--- src/skst_pkg.sv ---
// Shared types and constants for the small key set table.
// No dependencies; imported by the sequencer, the top level and the testbench.
package skst_pkg;

  // Fixed field widths of the request and result ports
  localparam int unsigned CMD_W    = 2;
  localparam int unsigned KEY_W    = 32;
  localparam int unsigned STATUS_W = 2;
  localparam int unsigned COUNT_W  = 5;

  // Command codes; the unused code acts as a query
  localparam logic [CMD_W-1:0] CMD_INSERT = 2'd0;
  localparam logic [CMD_W-1:0] CMD_REMOVE = 2'd1;
  localparam logic [CMD_W-1:0] CMD_QUERY  = 2'd2;

  typedef enum logic [STATUS_W-1:0] {
    ST_OK     = 2'd0,
    ST_DUP    = 2'd1,
    ST_ABSENT = 2'd2,
    ST_FULL   = 2'd3
  } status_e;

  // Result handed from the sequencer to the output register
  typedef struct packed {
    logic               is_member;
    status_e            status;
    logic [COUNT_W-1:0] entry_count;
  } res_t;

endpackage

--- src/small_key_set_table.sv ---
// Small unordered key set with swap-remove: insert, remove and membership
// query. Every request scans the held keys one per cycle through a single
// read port of the key memory and one comparator, stopping when the key is
// found; a successful remove then moves the last entry into the freed slot.
// The request side stalls while a request is in work; a finished result
// sits in an output register so the next request can be taken while it
// waits. Keys compare on their low KEY_BITS bits. Uses skst_pkg, skst_seq
// and skst_store.
module small_key_set_table
  import skst_pkg::*;
#(
  parameter int unsigned CAPACITY = 16,
  parameter int unsigned KEY_BITS = 32
) (
  input  logic                clk_i,
  input  logic                rst_ni,
  // request channel
  input  logic                in_valid_i,
  output logic                in_stall_o,
  input  logic [CMD_W-1:0]    cmd_i,
  input  logic [KEY_W-1:0]    key_i,
  // result channel
  output logic                out_valid_o,
  input  logic                out_stall_i,
  output logic                is_member_o,
  output logic [STATUS_W-1:0] status_o,
  output logic [COUNT_W-1:0]  entry_count_o
);

  localparam int unsigned IDXW = $clog2(CAPACITY);
  localparam int unsigned CNTW = $clog2(CAPACITY + 1);

  logic                req_ready;
  logic                res_valid;
  logic                res_take;
  res_t                res;
  logic                wr_en;
  logic [IDXW-1:0]     wr_addr;
  logic [KEY_BITS-1:0] wr_data;
  logic                rd_en;
  logic [IDXW-1:0]     rd_addr;
  logic [KEY_BITS-1:0] rd_data;
  logic                out_valid_q;
  res_t                out_q;

  skst_seq #(
    .CAPACITY (CAPACITY),
    .KEY_BITS (KEY_BITS),
    .IDXW     (IDXW),
    .CNTW     (CNTW)
  ) u_seq (
    .clk_i       (clk_i),
    .rst_ni      (rst_ni),
    .req_valid_i (in_valid_i),
    .req_ready_o (req_ready),
    .cmd_i       (cmd_i),
    .key_i       (key_i),
    .res_valid_o (res_valid),
    .res_take_i  (res_take),
    .res_o       (res),
    .wr_en_o     (wr_en),
    .wr_addr_o   (wr_addr),
    .wr_data_o   (wr_data),
    .rd_en_o     (rd_en),
    .rd_addr_o   (rd_addr),
    .rd_data_i   (rd_data)
  );

  skst_store #(
    .DEPTH (CAPACITY),
    .WIDTH (KEY_BITS),
    .AW    (IDXW)
  ) u_store (
    .clk_i     (clk_i),
    .wr_en_i   (wr_en),
    .wr_addr_i (wr_addr),
    .wr_data_i (wr_data),
    .rd_en_i   (rd_en),
    .rd_addr_i (rd_addr),
    .rd_data_o (rd_data)
  );

  assign in_stall_o = !req_ready;

  // Output register loads when empty or being drained this cycle
  assign res_take = res_valid && (!out_valid_q || !out_stall_i);

  always_ff @(posedge clk_i or negedge rst_ni) begin
    if (!rst_ni) begin
      out_valid_q <= 1'b0;
    end else if (res_take) begin
      out_valid_q <= 1'b1;
    end else if (!out_stall_i) begin
      out_valid_q <= 1'b0;
    end
  end

  always_ff @(posedge clk_i) begin
    if (res_take) begin
      out_q <= res;
    end
  end

  assign out_valid_o   = out_valid_q;
  assign is_member_o   = out_q.is_member;
  assign status_o      = out_q.status;
  assign entry_count_o = out_q.entry_count;

endmodule

--- src/skst_store.sv ---
// Key memory of the small key set table: one write port, one read port,
// registered read data. No package dependency.
module skst_store #(
  parameter int unsigned DEPTH = 16,
  parameter int unsigned WIDTH = 32,
  parameter int unsigned AW    = 4
) (
  input  logic             clk_i,
  input  logic             wr_en_i,
  input  logic [AW-1:0]    wr_addr_i,
  input  logic [WIDTH-1:0] wr_data_i,
  input  logic             rd_en_i,
  input  logic [AW-1:0]    rd_addr_i,
  output logic [WIDTH-1:0] rd_data_o
);

  logic [WIDTH-1:0] mem_q [DEPTH];
  logic [WIDTH-1:0] rd_data_q;

  // Write port
  always_ff @(posedge clk_i) begin
    if (wr_en_i) begin
      mem_q[wr_addr_i] <= wr_data_i;
    end
  end

  // Read port, data valid the cycle after the read
  always_ff @(posedge clk_i) begin
    if (rd_en_i) begin
      rd_data_q <= mem_q[rd_addr_i];
    end
  end

  assign rd_data_o = rd_data_q;

endmodule

--- src/skst_seq.sv ---
// Sequencer of the small key set table: scans the key memory one entry per
// cycle with a single comparator, then updates it for an insert or remove. Uses skst_pkg.
module skst_seq
  import skst_pkg::*;
#(
  parameter int unsigned CAPACITY = 16,
  parameter int unsigned KEY_BITS = 32,
  parameter int unsigned IDXW     = 4,
  parameter int unsigned CNTW     = 5
) (
  input  logic                clk_i,
  input  logic                rst_ni,
  // request side
  input  logic                req_valid_i,
  output logic                req_ready_o,
  input  logic [CMD_W-1:0]    cmd_i,
  input  logic [KEY_W-1:0]    key_i,
  // result side
  output logic                res_valid_o,
  input  logic                res_take_i,
  output res_t                res_o,
  // key memory
  output logic                wr_en_o,
  output logic [IDXW-1:0]     wr_addr_o,
  output logic [KEY_BITS-1:0] wr_data_o,
  output logic                rd_en_o,
  output logic [IDXW-1:0]     rd_addr_o,
  input  logic [KEY_BITS-1:0] rd_data_i
);

  typedef enum logic [4:0] {
    S_IDLE   = 5'b00001,
    S_SCAN   = 5'b00010,
    S_DECIDE = 5'b00100,
    S_MOVE   = 5'b01000,
    S_RESP   = 5'b10000
  } state_e;

  state_e              state_q, state_d;
  logic [CNTW-1:0]     count_q, count_d;
  logic                cmp_vld_q, cmp_vld_d;
  logic [CNTW-1:0]     idx_q, idx_d;
  logic [IDXW-1:0]     cmp_idx_q, cmp_idx_d;
  logic [IDXW-1:0]     slot_q, slot_d;
  logic                present_q, present_d;
  status_e             status_q, status_d;
  logic [CMD_W-1:0]    cmd_q, cmd_d;
  logic [KEY_BITS-1:0] key_q, key_d;
  logic [CNTW-1:0]     last_idx;
  logic                hit;

  // Shared comparator: registered memory data against the request key
  assign hit      = cmp_vld_q && (rd_data_i == key_q);
  assign last_idx = count_q - CNTW'(1);

  always_comb begin
    state_d   = state_q;
    count_d   = count_q;
    cmp_vld_d = 1'b0;
    idx_d     = idx_q;
    cmp_idx_d = cmp_idx_q;
    slot_d    = slot_q;
    present_d = present_q;
    status_d  = status_q;
    cmd_d     = cmd_q;
    key_d     = key_q;
    wr_en_o   = 1'b0;
    wr_addr_o = count_q[IDXW-1:0];
    wr_data_o = key_q;
    rd_en_o   = 1'b0;
    rd_addr_o = idx_q[IDXW-1:0];

    unique case (state_q)
      S_IDLE: begin
        if (req_valid_i) begin
          cmd_d   = cmd_i;
          key_d   = KEY_BITS'(key_i);
          idx_d   = '0;
          state_d = S_SCAN;
        end
      end
      // one read issued and one compare done per cycle
      S_SCAN: begin
        if (hit) begin
          slot_d    = cmp_idx_q;
          present_d = 1'b1;
          state_d   = S_DECIDE;
        end else if (idx_q < count_q) begin
          rd_en_o   = 1'b1;
          rd_addr_o = idx_q[IDXW-1:0];
          cmp_vld_d = 1'b1;
          cmp_idx_d = idx_q[IDXW-1:0];
          idx_d     = idx_q + CNTW'(1);
        end else begin
          present_d = 1'b0;
          state_d   = S_DECIDE;
        end
      end
      S_DECIDE: begin
        status_d = ST_OK;
        state_d  = S_RESP;
        if (cmd_q == CMD_INSERT) begin
          if (present_q) begin
            status_d = ST_DUP;
          end else if (count_q == CNTW'(CAPACITY)) begin
            status_d = ST_FULL;
          end else begin
            // append at the end of the held entries
            wr_en_o   = 1'b1;
            wr_addr_o = count_q[IDXW-1:0];
            wr_data_o = key_q;
            count_d   = count_q + CNTW'(1);
          end
        end else if (cmd_q == CMD_REMOVE) begin
          if (!present_q) begin
            status_d = ST_ABSENT;
          end else begin
            // fetch the last entry to move into the freed slot
            rd_en_o   = 1'b1;
            rd_addr_o = last_idx[IDXW-1:0];
            state_d   = S_MOVE;
          end
        end
      end
      S_MOVE: begin
        wr_en_o   = 1'b1;
        wr_addr_o = slot_q;
        wr_data_o = rd_data_i;
        count_d   = last_idx;
        state_d   = S_RESP;
      end
      S_RESP: begin
        if (res_take_i) begin
          state_d = S_IDLE;
        end
      end
      default: begin
        state_d = S_IDLE;
      end
    endcase
  end

  assign req_ready_o       = (state_q == S_IDLE);
  assign res_valid_o       = (state_q == S_RESP);
  assign res_o.is_member   = present_q;
  assign res_o.status      = status_q;
  assign res_o.entry_count = COUNT_W'(count_q);

  // Control state
  always_ff @(posedge clk_i or negedge rst_ni) begin
    if (!rst_ni) begin
      state_q   <= S_IDLE;
      count_q   <= '0;
      cmp_vld_q <= 1'b0;
    end else begin
      state_q   <= state_d;
      count_q   <= count_d;
      cmp_vld_q <= cmp_vld_d;
    end
  end

  // Request payload and scan bookkeeping
  always_ff @(posedge clk_i) begin
    idx_q     <= idx_d;
    cmp_idx_q <= cmp_idx_d;
    slot_q    <= slot_d;
    present_q <= present_d;
    status_q  <= status_d;
    cmd_q     <= cmd_d;
    key_q     <= key_d;
  end

endmodule

--- config.mk ---
export PLATFORM = sky130hd
export DESIGN_NAME = small_key_set_table
export DESIGN_NICKNAME = d
export VERILOG_FILES = /design/src/skst_pkg.sv /design/src/small_key_set_table.sv /design/src/skst_store.sv /design/src/skst_seq.sv
export SDC_FILE = /design/constraint.sdc
export NUM_CORES = 1
export LEC_CHECK = 0
export BUFFER_PORTS_ARGS = -buffer_cell sky130_fd_sc_hd__buf_2
export CORE_ASPECT_RATIO = 1.75
export CORE_MARGIN = 2
export CORE_UTILIZATION = 41
export CTS_CLUSTER_SIZE = 30
export DETAILED_ROUTE_END_ITERATION = 6
export SYNTH_ARGS = -nofsm -noshare
export SYNTH_HDL_FRONTEND = slang
export SYNTH_SLANG_ARGS = --single-unit
--- constraint.sdc ---
create_clock -name clk_i -period 5.1 [get_ports clk_i]
set_input_delay 0.765 -clock clk_i [delete_from_list [all_inputs] [get_ports clk_i]]
set_output_delay 0.765 -clock clk_i [all_outputs]
set_load 0.02 [all_outputs]
==> results by group, run 1 <==
STA
  • Fmax: 265 MHz
  • Fin worst setup slack: 1.32 ns
  • Clk_skew: 0.0234 ns
  • Slew Limit Headroom: 25.3%
  • Slew @ Worst Pin: 1.12 ns
  • Final Cycle Share: 74.1%
  • Setup TNS: 0 ns
  • Final setup vio count: 0
  • Final Hold Vio Count: 0
  • RSZ-0062 raised after global routing: false
  • Slew Limit Fails: 0
  • Final min period: 3.78 ns

Synthesis
  • Top cells by count, synth: 602 x edfxtp_1, 294 x nand2_1, 203 x nor3_1
  • Yosys warnings: 0
  • Synth area leader: edfxtp_1
  • Avg Inst Size Synth: 13.2 um^2
  • Mapped Cells: 2071
  • Netlist cell types: 43
  • Top cell type's share of synthesized area: 66.1%
  • Leading cell type by number of instances after synthesis: edfxtp_1
  • Top cells by area, synth: edfxtp_1 66%, mux2i_1 5.9%, nand2_1 4.0%, nor3_1 3.7%, a21oi_1 3.6%
  • Ys flop type: edfxtp_1
  • Syn_nets: 2117
  • EDFF count, synth: 602
  • Flops & latches, synth: 614
  • Register area share after synthesis: 67.2%
  • Async set-reset flop share out of synthesis: 1.95%
  • Mapped Area: 27300 um^2

GRT
  • GR Util met2: 39.4%
  • Global Route Usage Sum: 22.7%
  • Grt ovf: 0
  • Pin count of the biggest net entering global routing: 149
  • GRT Max-Usage Layer: met2
  • First-pass GRT wire length: 116000 um
  • Met3 GRT Util: 2.74%
  • Vias in the first global route: 18600
  • Met1 Use GR: 26.7%
  • Initial antenna violation count: 2

Detailed routing
  • 1st-pass router iterations: 6
  • Drt total wl: 78900 um
  • Detailed Route Iter0 Violations: 1768
  • Final routed DRC violation total: 0
  • DR WL/cell: 26.4 um
  • Post-route ant nets: 0
  • Routed vias/inst: 6.07
  • Vias: 18200

Place
  • Dpl ws: 1.38 ns
  • Placed cell areas: 28600 um^2
  • Port bufs: 47
  • Inst Count DP: 2895
  • DP HPWL: 45700 um
  • Final GP Congestion: 0.836

Clock tree
  • Post-CTS Repair Setup Buffers: 0
  • CTS Root Cell: clkbuf_16
  • Clock-pin slew on the worst setup and hold paths: 0.07 ns
  • Clock buffer depth: 3
  • CTS tree: yes
  • Cts bufs inserted: 54
  • Cts hold-fix bufs: 0
  • Skew-Pair Late Insertion Delay: 0.61 ns
  • CTS HTree Levels: 2
  • Clk sinks: 614
  • # resized after CTS: 0

Status
  • Outcome: completed

Layout
  • Cell area after layout: 30400 um^2
  • Final net count: 2108
  • Layout cells sized above 1: 10.0%
  • Fin cells: 2994
  • P&R area growth vs syn: 11.2%
  • Antenna Cells: 0

Setup path
  • CP Cell Sequence: inv_1 -> ha_4 -> buf_4 -> a21boi_0 -> nor3_1 -> o32ai_1 -> nor3_1 -> a211o_1
  • Crit-path slowest cell: ha_4
  • Worst setup path class: register to register
  • Critical Path RT: 5.45 ns
  • Crit path top cell by count: nor3_1
  • Worst Setup End Kind: register
  • Element type at the critical path start: register
  • Crit Path Max Fanout: 62
  • R2R setup slack: 1.32 ns
  • CP peak stage delay: 0.81 ns
  • Crit path DAT: 4.13 ns

Die
  • Chip Width: 199 um
  • Initial core utilization: 41.3%
  • Die area: 68800 um^2
  • IO Pins: 48
  • Die Span Y: 346 um
  • Core box area: 66200 um^2
  • Rows: 125

Job
  • Maxcap violations: 0

Power
  • Leakage power: 10.6 nW
  • Max VDD drop: 318 uV
  • Pwr/cell area: 573 nW/um^2

Min path
  • Hold Path Class: primary input to async pin
[power breakdown]
group          total (W)  leakage [nW]  switching (W)  internal [W]
clock network    0.00420         0.885        0.00183       0.00237
logic            0.00634          4.16        0.00433       0.00201
registers        0.00687          5.59       0.000308       0.00656
[through the flow]
stage / util (%) / total power, W / hold WS (ns)
floorplan: - / 0.0111 / 0.400
global placement: 43.2 / 0.0130 / 0.402
detailed placement: 43.2 / 0.0132 / 0.407
CTS: 46.0 / 0.0174 / 0.0207
global route: 46.0 / 0.0182 / 0.0306
finish: 46.0 / 0.0174 / 0.0412
[sequential cells by signal, indices dropped and copies added (netlist names)]
register	flops
u_seq.idx_q	5
is_member_o	1
out_valid_o	1
status_o	2
entry_count_o	5
u_store.rd_data_o	32
u_seq.present_q	1
u_seq.state_q	5
u_seq.key_q	32
u_seq.slot_q	4
u_store.mem_q	512
u_seq.cmd_q	2
u_seq.cmp_vld_q	1
u_seq.cmp_idx_q	4
u_seq.status_q	2
u_seq.count_q	5
[kinds of logic (layout without fill, tap and decap cells)]
group | count (synthesis) | after routing | synth area share [%]
simple gates | 569 | 569 | 9.21
flops | 614 | 614 | 67.2
xor+xnor | 42 | 42 | 1.35
mux | 160 | 160 | 5.86
compound gates | 516 | 516 | 13.0
buf+inv | 162 | 196 | 2.94
fa+ha+maj | 8 | 8 | 0.366
[critical path: cells and delay by family, from the launching register on]
kind / cells / cell delay [ns]
AND/OR/NAND/NOR: 2 / 0.24
adder cells (fa/ha/maj): 1 / 0.81
AO/OA/AOI/OAI: 3 / 0.91
flip-flops: 1 / 0.69
buffers and inverters: 2 / 0.80
[path summary, 6_finish.rpt]
path	startpoint	to	depth (start not counted)
worst max-delay path	u_seq.count_q[0]	u_store.rd_data_o[2]	8
worst min-delay path	rst_ni	u_seq.state_q[1]	1
worst max register to register	u_seq.count_q[0]	u_store.rd_data_o[2]	8
worst min register to register	u_seq.cmp_idx_q[1]	u_seq.slot_q[1]	0
max in group asynchronous	rst_ni	u_seq.state_q[0]	1
min in group clk_i	key_i[2]	u_seq.key_q[2]	1
[cell usage in the layout (no fill, tap or decap), drive strengths merged, types with 34 or more instances in the layout]
cell and count:
clkbuf 66, mux2i 160, a31oi 44, edfxtp 602, o32ai 65, a21boi 128
nor3 203, buf 90, xor2 34, nand2 294, a21oi 198
[layout make-up]
type	count	area, um^2
flip-flops and latches	614	18400
repair buffers	90	708
clock buffers	66	1450
multi-input cells	1295	8370
fillers	5710	35800
clock inverters	33	350
inverters	7	31.3
well taps	889	1110
[routing by layer]
layer	routed length [um]	share of wire (%)
met5	13	0.016
met4	4860	6.2
met3	4850	6.1
met2	40100	51
met1	29100	37
Power figures use the tool's default switching activity.
==> run 2: changes to the inputs <==
clock period = 3.67 ns   (was 5.1 ns; I/O delays follow)
==> results by group, run 2 (synthesis results as in run 1) <==
Detailed routing
  • 1st-pass router iterations: 6
  • Final routed DRC violation total: 0
  • DR WL/cell: 25.1 um
  • Post-route ant nets: 0
  • Routed vias/inst: 6.00
  • Detailed Route Iter0 Violations: 1638
  • Vias: 18200
  • Drt total wl: 76300 um

Setup path
  • Crit Path Max Fanout: 32
  • R2R setup slack: 0.39 ns
  • CP peak stage delay: 0.85 ns
  • Buf/Inv on CP: 1
  • Top delay family on crit path: simple AND/OR/NAND/NOR gates
  • Reg-to-reg endpoint: u_store.mem_q[9][27]
  • Crit path DAT: 3.51 ns
  • Critical Path RT: 3.90 ns
  • RR Startpoint: u_seq.state_q[4]
  • CP Cell Sequence: or3_4 -> or3b_2 -> nor3b_1 -> a31oi_1 -> buf_4 -> nor2_4
  • Element type at the critical path start: register
  • Crit-path slowest cell: nor2_4
  • Worst Setup End Kind: register
  • Cells on worst reg2reg path: 6
  • Worst setup path class: register to register

Clock tree
  • Clk sinks: 614
  • Clock-pin slew on the worst setup and hold paths: 0.07 ns
  • CTS tree: yes
  • CTS HTree Levels: 2
  • CTS Root Cell: clkbuf_16
  • Clock buffer depth: 3
  • Cts bufs inserted: 55
  • Skew-Pair Late Insertion Delay: 0.62 ns

GRT
  • Pin count of the biggest net entering global routing: 129
  • First-pass GRT wire length: 114000 um
  • Initial antenna violation count: 0
  • Vias in the first global route: 18600
  • Grt ovf: 0
  • Global Route Usage Sum: 22.0%

Power
  • Net switching power: 0.00914 W
  • Switch share: 36.8%
  • Combinational Power Share: 36.7%
  • Pwr/cell area: 804 nW/um^2
  • Clock power frac: 24.9%
  • Register share of total power: 38.4%
  • Leakage power: 10.9 nW
  • Max VDD drop: 531 uV
  • Internal power: 0.0157 W

STA
  • Clk_skew: 0.0245 ns
  • Final min period: 3.28 ns
  • Fmax: 305 MHz
  • Slew @ Worst Pin: 1.24 ns
  • Final setup vio count: 0
  • Final Cycle Share: 89.3%
  • RSZ-0062 raised after global routing: false
  • Final Hold Vio Count: 0
  • Slew Limit Headroom: 17.1%
  • Fin worst setup slack: 0.393 ns
  • Slew Limit Fails: 0
  • Hold slack: 0.106 ns

Min path
  • Hold wc startpoint: key_i[2]
  • Min-Delay Endpoint: u_seq.key_q[2]
  • Hold Path Class: primary input to register
  • Worst Hold Depth: 1

Layout
  • Multi-input logic area: 8370 um^2
  • Max reg flops: 512
  • Final net count: 2144
  • Most common cell after layout, fill and taps aside: edfxtp_1
  • Most frequent cells in the layout: 602 x edfxtp_1, 292 x nand2_1, 203 x nor3_1, 197 x a21oi_1, 160 x mux2i_1
  • Antenna Cells: 0
  • Most flops, register: u_store.mem_q
  • Fillers: 5716
  • Layout cells sized above 1: 11.8%
  • P&R area growth vs syn: 13.0%
  • Sequential cell area: 18400 um^2

Die
  • Rows: 125
  • Die area: 68800 um^2
  • Core box area: 66200 um^2
  • Initial core utilization: 41.3%
  • Chip Width: 199 um
  • IO Pins: 48
  • Die Span Y: 346 um

Job
  • Maxcap violations: 0

Place
  • Final GP Congestion: 0.836
  • DP HPWL: 45800 um
  • Dpl ws: 0.364 ns
  • Port bufs: 47

Status
  • Outcome: completed
## run 2: cell count changes in the layout (fill, tap and decap cells not counted)
cell,delta
buf_12,+6
buf_4,+28
bufinv_16,+2
clkbuf_1,-3
clkbuf_16,+3
clkbuf_8,-3
clkinv_1,-1
clkinv_2,+1
clkinv_8,+1
clkinvlp_4,+4
dlygate4sd3_1,+1
inv_16,+1
## run 2: worst max-delay path by stage
| stage | startpoint | end | slack (ns) | cells past startpoint |
|---|---|---|---|---|
| 6_report | u_seq.state_q[4] | u_store.mem_q[9][27] | 0.39 | 6 |
| 2_1_floorplan | u_seq.count_q[0] | u_store.mem_q[12][0] | -0.25 | 10 |
| 5_1_grt | u_seq.state_q[4] | u_store.mem_q[9][15] | 0.26 | 6 |
| 3_5_place_dp | u_seq.state_q[4] | u_store.mem_q[9][18] | 0.36 | 6 |
| 3_3_place_gp | u_seq.state_q[4] | u_store.mem_q[8][19] | 0.44 | 6 |
| 4_1_cts | u_seq.state_q[4] | u_store.mem_q[9][7] | 0.36 | 6 |
## run 2: per-stage QoR
stage               power [W]  utilization, %  cells  TNS [ns]  cell area, um^2
floorplan              0.0155               -   2071   -115.93            27300
global placement       0.0184            43.7   2929         0            28900
detailed placement     0.0188            43.7   2929         0            28900
CTS                    0.0250            46.7   3034         0            30900
global route           0.0260            46.7   3034         0            30900
finish                 0.0248            46.7   3034         0            30900
## run 2: layer usage
| layer | share of wire, % | vias to the layer above | track usage (%) | routed length, um |
|---|---|---|---|---|
| met5 | 0 | - | 0 | 0 |
| met2 | 53 | 669 | 40.0 | 40400 |
| met4 | 4.8 | 0 | 10.8 | 3640 |
| met1 | 37 | 9300 | 25.6 | 28500 |
| met3 | 4.8 | 178 | 2.31 | 3650 |
| li1 | - | 8067 | - | - |
## run 2: area by class of cell
cell class / count / share of cell area, %
clock buffers: 63 / 4.76
clock inverters: 41 / 1.55
inverters: 7 / 0.101
multi-input cells: 1295 / 27.1
flip-flops and latches: 614 / 59.5
well taps: 889 / 3.60
repair buffers: 125 / 3.39
## run 2: power by group through the flow
stage	registers, W	clock network, W	logic, W
after floorplan	0.00944	0	0.00601
after global placement	0.00968	0	0.00871
after detailed placement	0.00969	0	0.00910
after CTS	0.00954	0.00630	0.00914
after global routing	0.00957	0.00654	0.00985
final	0.00954	0.00619	0.00912
## run 2: what timing repair did
item,CTS,global route
setup buffers,0,0
gates resized for setup,0,0
endpoints found under the hold margin,11,0
hold buffers,1,0
==> run 3: changes to the inputs <==
ABC_AREA = 1   (was not set)
==> results by group, run 3 <==
Status
  • Outcome: completed

Die
  • Chip Width: 199 um
  • Initial core utilization: 41.3%
  • Rows: 125
  • Die Span Y: 346 um
  • Die area: 68800 um^2
  • IO Pins: 48
  • Core box area: 66200 um^2

STA
  • RSZ-0062 raised after global routing: false
  • Fmax: 320 MHz
  • Hold slack: 0.111 ns
  • Final Hold Vio Count: 0
  • Final setup vio count: 0
  • Setup TNS: 0 ns
  • Final min period: 3.12 ns
  • Clk_skew: 0.0266 ns
  • Slew Limit Fails: 0
  • Slew Limit Headroom: 43.3%
  • Final Cycle Share: 85.1%
  • Slew @ Worst Pin: 0.850 ns

Clock tree
  • CTS HTree Levels: 2
  • CTS tree: yes
  • Clock-pin slew on the worst setup and hold paths: 0.07 ns
  • Clock buffer depth: 3
  • Clk sinks: 614
  • CTS Root Cell: clkbuf_16
  • Cts bufs inserted: 53
  • Post-CTS Repair Setup Buffers: 0
  • Skew-Pair Late Insertion Delay: 0.62 ns

Min path
  • Hold wc startpoint: key_i[14]
  • Min-Delay Endpoint: u_seq.key_q[14]
  • Hold Path Class: primary input to register
  • Worst Hold Depth: 1

Synthesis
  • Mapped Cells: 2667
  • Netlist cell types: 36
  • Mapped Area: 27300 um^2
  • Syn_nets: 2713
  • Synth area leader: edfxtp_1
  • Avg Inst Size Synth: 10.3 um^2
  • Yosys warnings: 0
  • Register area share after synthesis: 67.2%
  • Top cells by area, synth: edfxtp_1 66%, nand3_1 11%, inv_1 8.1%, nand2_1 7.1%, buf_2 1.2%
  • Top cells by count, synth: 626 x nand3_1, 602 x edfxtp_1, 592 x inv_1
  • EDFF count, synth: 602
  • Ys flop type: edfxtp_1
  • Flops & latches, synth: 614
  • Top cell type's share of synthesized area: 66.1%
  • Async set-reset flop share out of synthesis: 1.95%
  • Leading cell type by number of instances after synthesis: nand3_1

Detailed routing
  • Vias: 19000
  • Detailed Route Iter0 Violations: 1870
  • Routed vias/inst: 5.19
  • Final routed DRC violation total: 0
  • Post-route ant nets: 0
  • Drt total wl: 76600 um
  • 1st-pass router iterations: 6
  • DR WL/cell: 20.9 um

Setup path
  • Worst Setup End Kind: register
  • Critical Path RT: 3.99 ns
  • Crit path DAT: 3.45 ns
  • Cells on worst reg2reg path: 11
  • Reg-to-reg endpoint: u_store.mem_q[11][31]
  • R2R setup slack: 0.55 ns
  • Element type at the critical path start: register
  • Worst setup path class: register to register
  • Crit Path Max Fanout: 16
  • RR Startpoint: u_seq.state_q[0]

GRT
  • Pin count of the biggest net entering global routing: 87
  • Grt ovf: 0
  • Global Route Usage Sum: 22.5%
  • Initial antenna violation count: 1
  • Vias in the first global route: 18700
  • First-pass GRT wire length: 115000 um

Place
  • DP HPWL: 45200 um
  • Final GP Congestion: 0.896
  • Port bufs: 47

Layout
  • Layout cells sized above 1: 9.19%
  • P&R area growth vs syn: 13.4%
  • Max reg flops: 512
  • Most flops, register: u_store.mem_q
  • Final net count: 2779
  • Most frequent cells in the layout: 625 x nand3_1, 602 x edfxtp_1, 592 x inv_1, 516 x nand2_1, 71 x buf_4
  • Most common cell after layout, fill and taps aside: nand3_1

Job
  • Maxcap violations: 0

Power
  • Pwr/cell area: 631 nW/um^2
  • Max VDD drop: 479 uV
  • Leakage power: 13.2 nW
run 3: cell count changes after synthesis, sizes merged, moves of 33 or more:
cell / change
nand2: +227
mux2i: -160
a211o: -33
nand3: +621
a21oi: -190
o32ai: -65
a31oi: -43
nor2: +33
o21ai: +40
inv: +589
a21boi: -128
nor3: -195
run 3: final cells by class:
class	count	area, um^2
Multi-Input combinational cell	1331	6370
Inverter	596	2240
Clock buffer	59	1370
Fill cell	5984	35100
Sequential cell	614	18400
Timing Repair Buffer	137	1140
Tap cell	889	1110
Clock inverter	39	397
Antenna cell	1	2.50
run 3: per-layer routing:
layer,track usage [%],part of all wire [%],up-vias
met5,0,0,-
met4,12.5,5.7,0
met3,2.44,6.3,203
met2,38.8,51,780
met1,27.2,37,9207
li1,-,-,8841
run 3: report_power, final:
| group | total [W] | internal, W | switching, W |
|---|---|---|---|
| Combinational | 0.00514 | 0.00145 | 0.00369 |
| Sequential | 0.00863 | 0.00838 | 0.000256 |
| Clock | 0.00579 | 0.00324 | 0.00254 |
| Total | 0.0196 | 0.0131 | 0.00649 |
run 3: metrics by stage:
stage / util [%] / total power [W] / worst slack [ns] / instance area, um^2 / instances
final: 46.9 / 0.0196 / 0.545 / 31000 / 3666
after global routing: 46.9 / 0.0204 / 0.301 / 31000 / 3665
after CTS: 46.9 / 0.0196 / 0.585 / 31000 / 3665
after detailed placement: 44.2 / 0.0139 / 0.584 / 29200 / 3566
after global placement: 44.2 / 0.0138 / 0.670 / 29200 / 3566
after floorplan: - / 0.0119 / 0.336 / 27300 / 2667
run 3: how the worst max path moves through the flow:
stage | startpoint | to | slack [ns] | cells past startpoint
after floorplan | u_seq.count_q[0] | u_store.mem_q[5][0] | 0.34 | 10
after global placement | u_seq.state_q[1] | u_store.mem_q[11][2] | 0.67 | 11
after detailed placement | u_seq.count_q[0] | u_store.mem_q[7][31] | 0.58 | 10
after CTS | u_seq.count_q[0] | u_store.mem_q[7][8] | 0.59 | 10
after global routing | u_seq.state_q[0] | u_store.mem_q[11][22] | 0.30 | 11
final | u_seq.state_q[0] | u_store.mem_q[11][31] | 0.55 | 11
run 3: worst max-delay path: stages (launching register included):
cell and delay (ns):
dfstp_2 0.37, inv_1 0.09, nand2_1 0.09, nor2_2 0.17, nand3_2 0.29, buf_4 0.30, o21ai_0 0.34, inv_1 0.12
nor2_1 0.16, nand2_1 0.17, nor2_4 0.49, buf_12 0.23
run 3: logic make-up (layout without fill, tap and decap cells):
| kind of cell | Yosys count | count (layout) | synth area share, % |
|---|---|---|---|
| xor+xnor | 13 | 13 | 0.416 |
| simple gates | 1251 | 1251 | 20.6 |
| buf+inv | 722 | 831 | 10.3 |
| fa+ha+maj | 8 | 8 | 0.366 |
| flops | 614 | 614 | 67.2 |
| other cells | 0 | 1 | 0 |
| compound gates | 59 | 59 | 1.14 |
run 3: repair_timing:
| item | in CTS | in global routing |
|---|---|---|
| resized for setup | 0 | 0 |
| endpoints found under the hold margin | 11 | 0 |
| hold buffers | 1 | 0 |
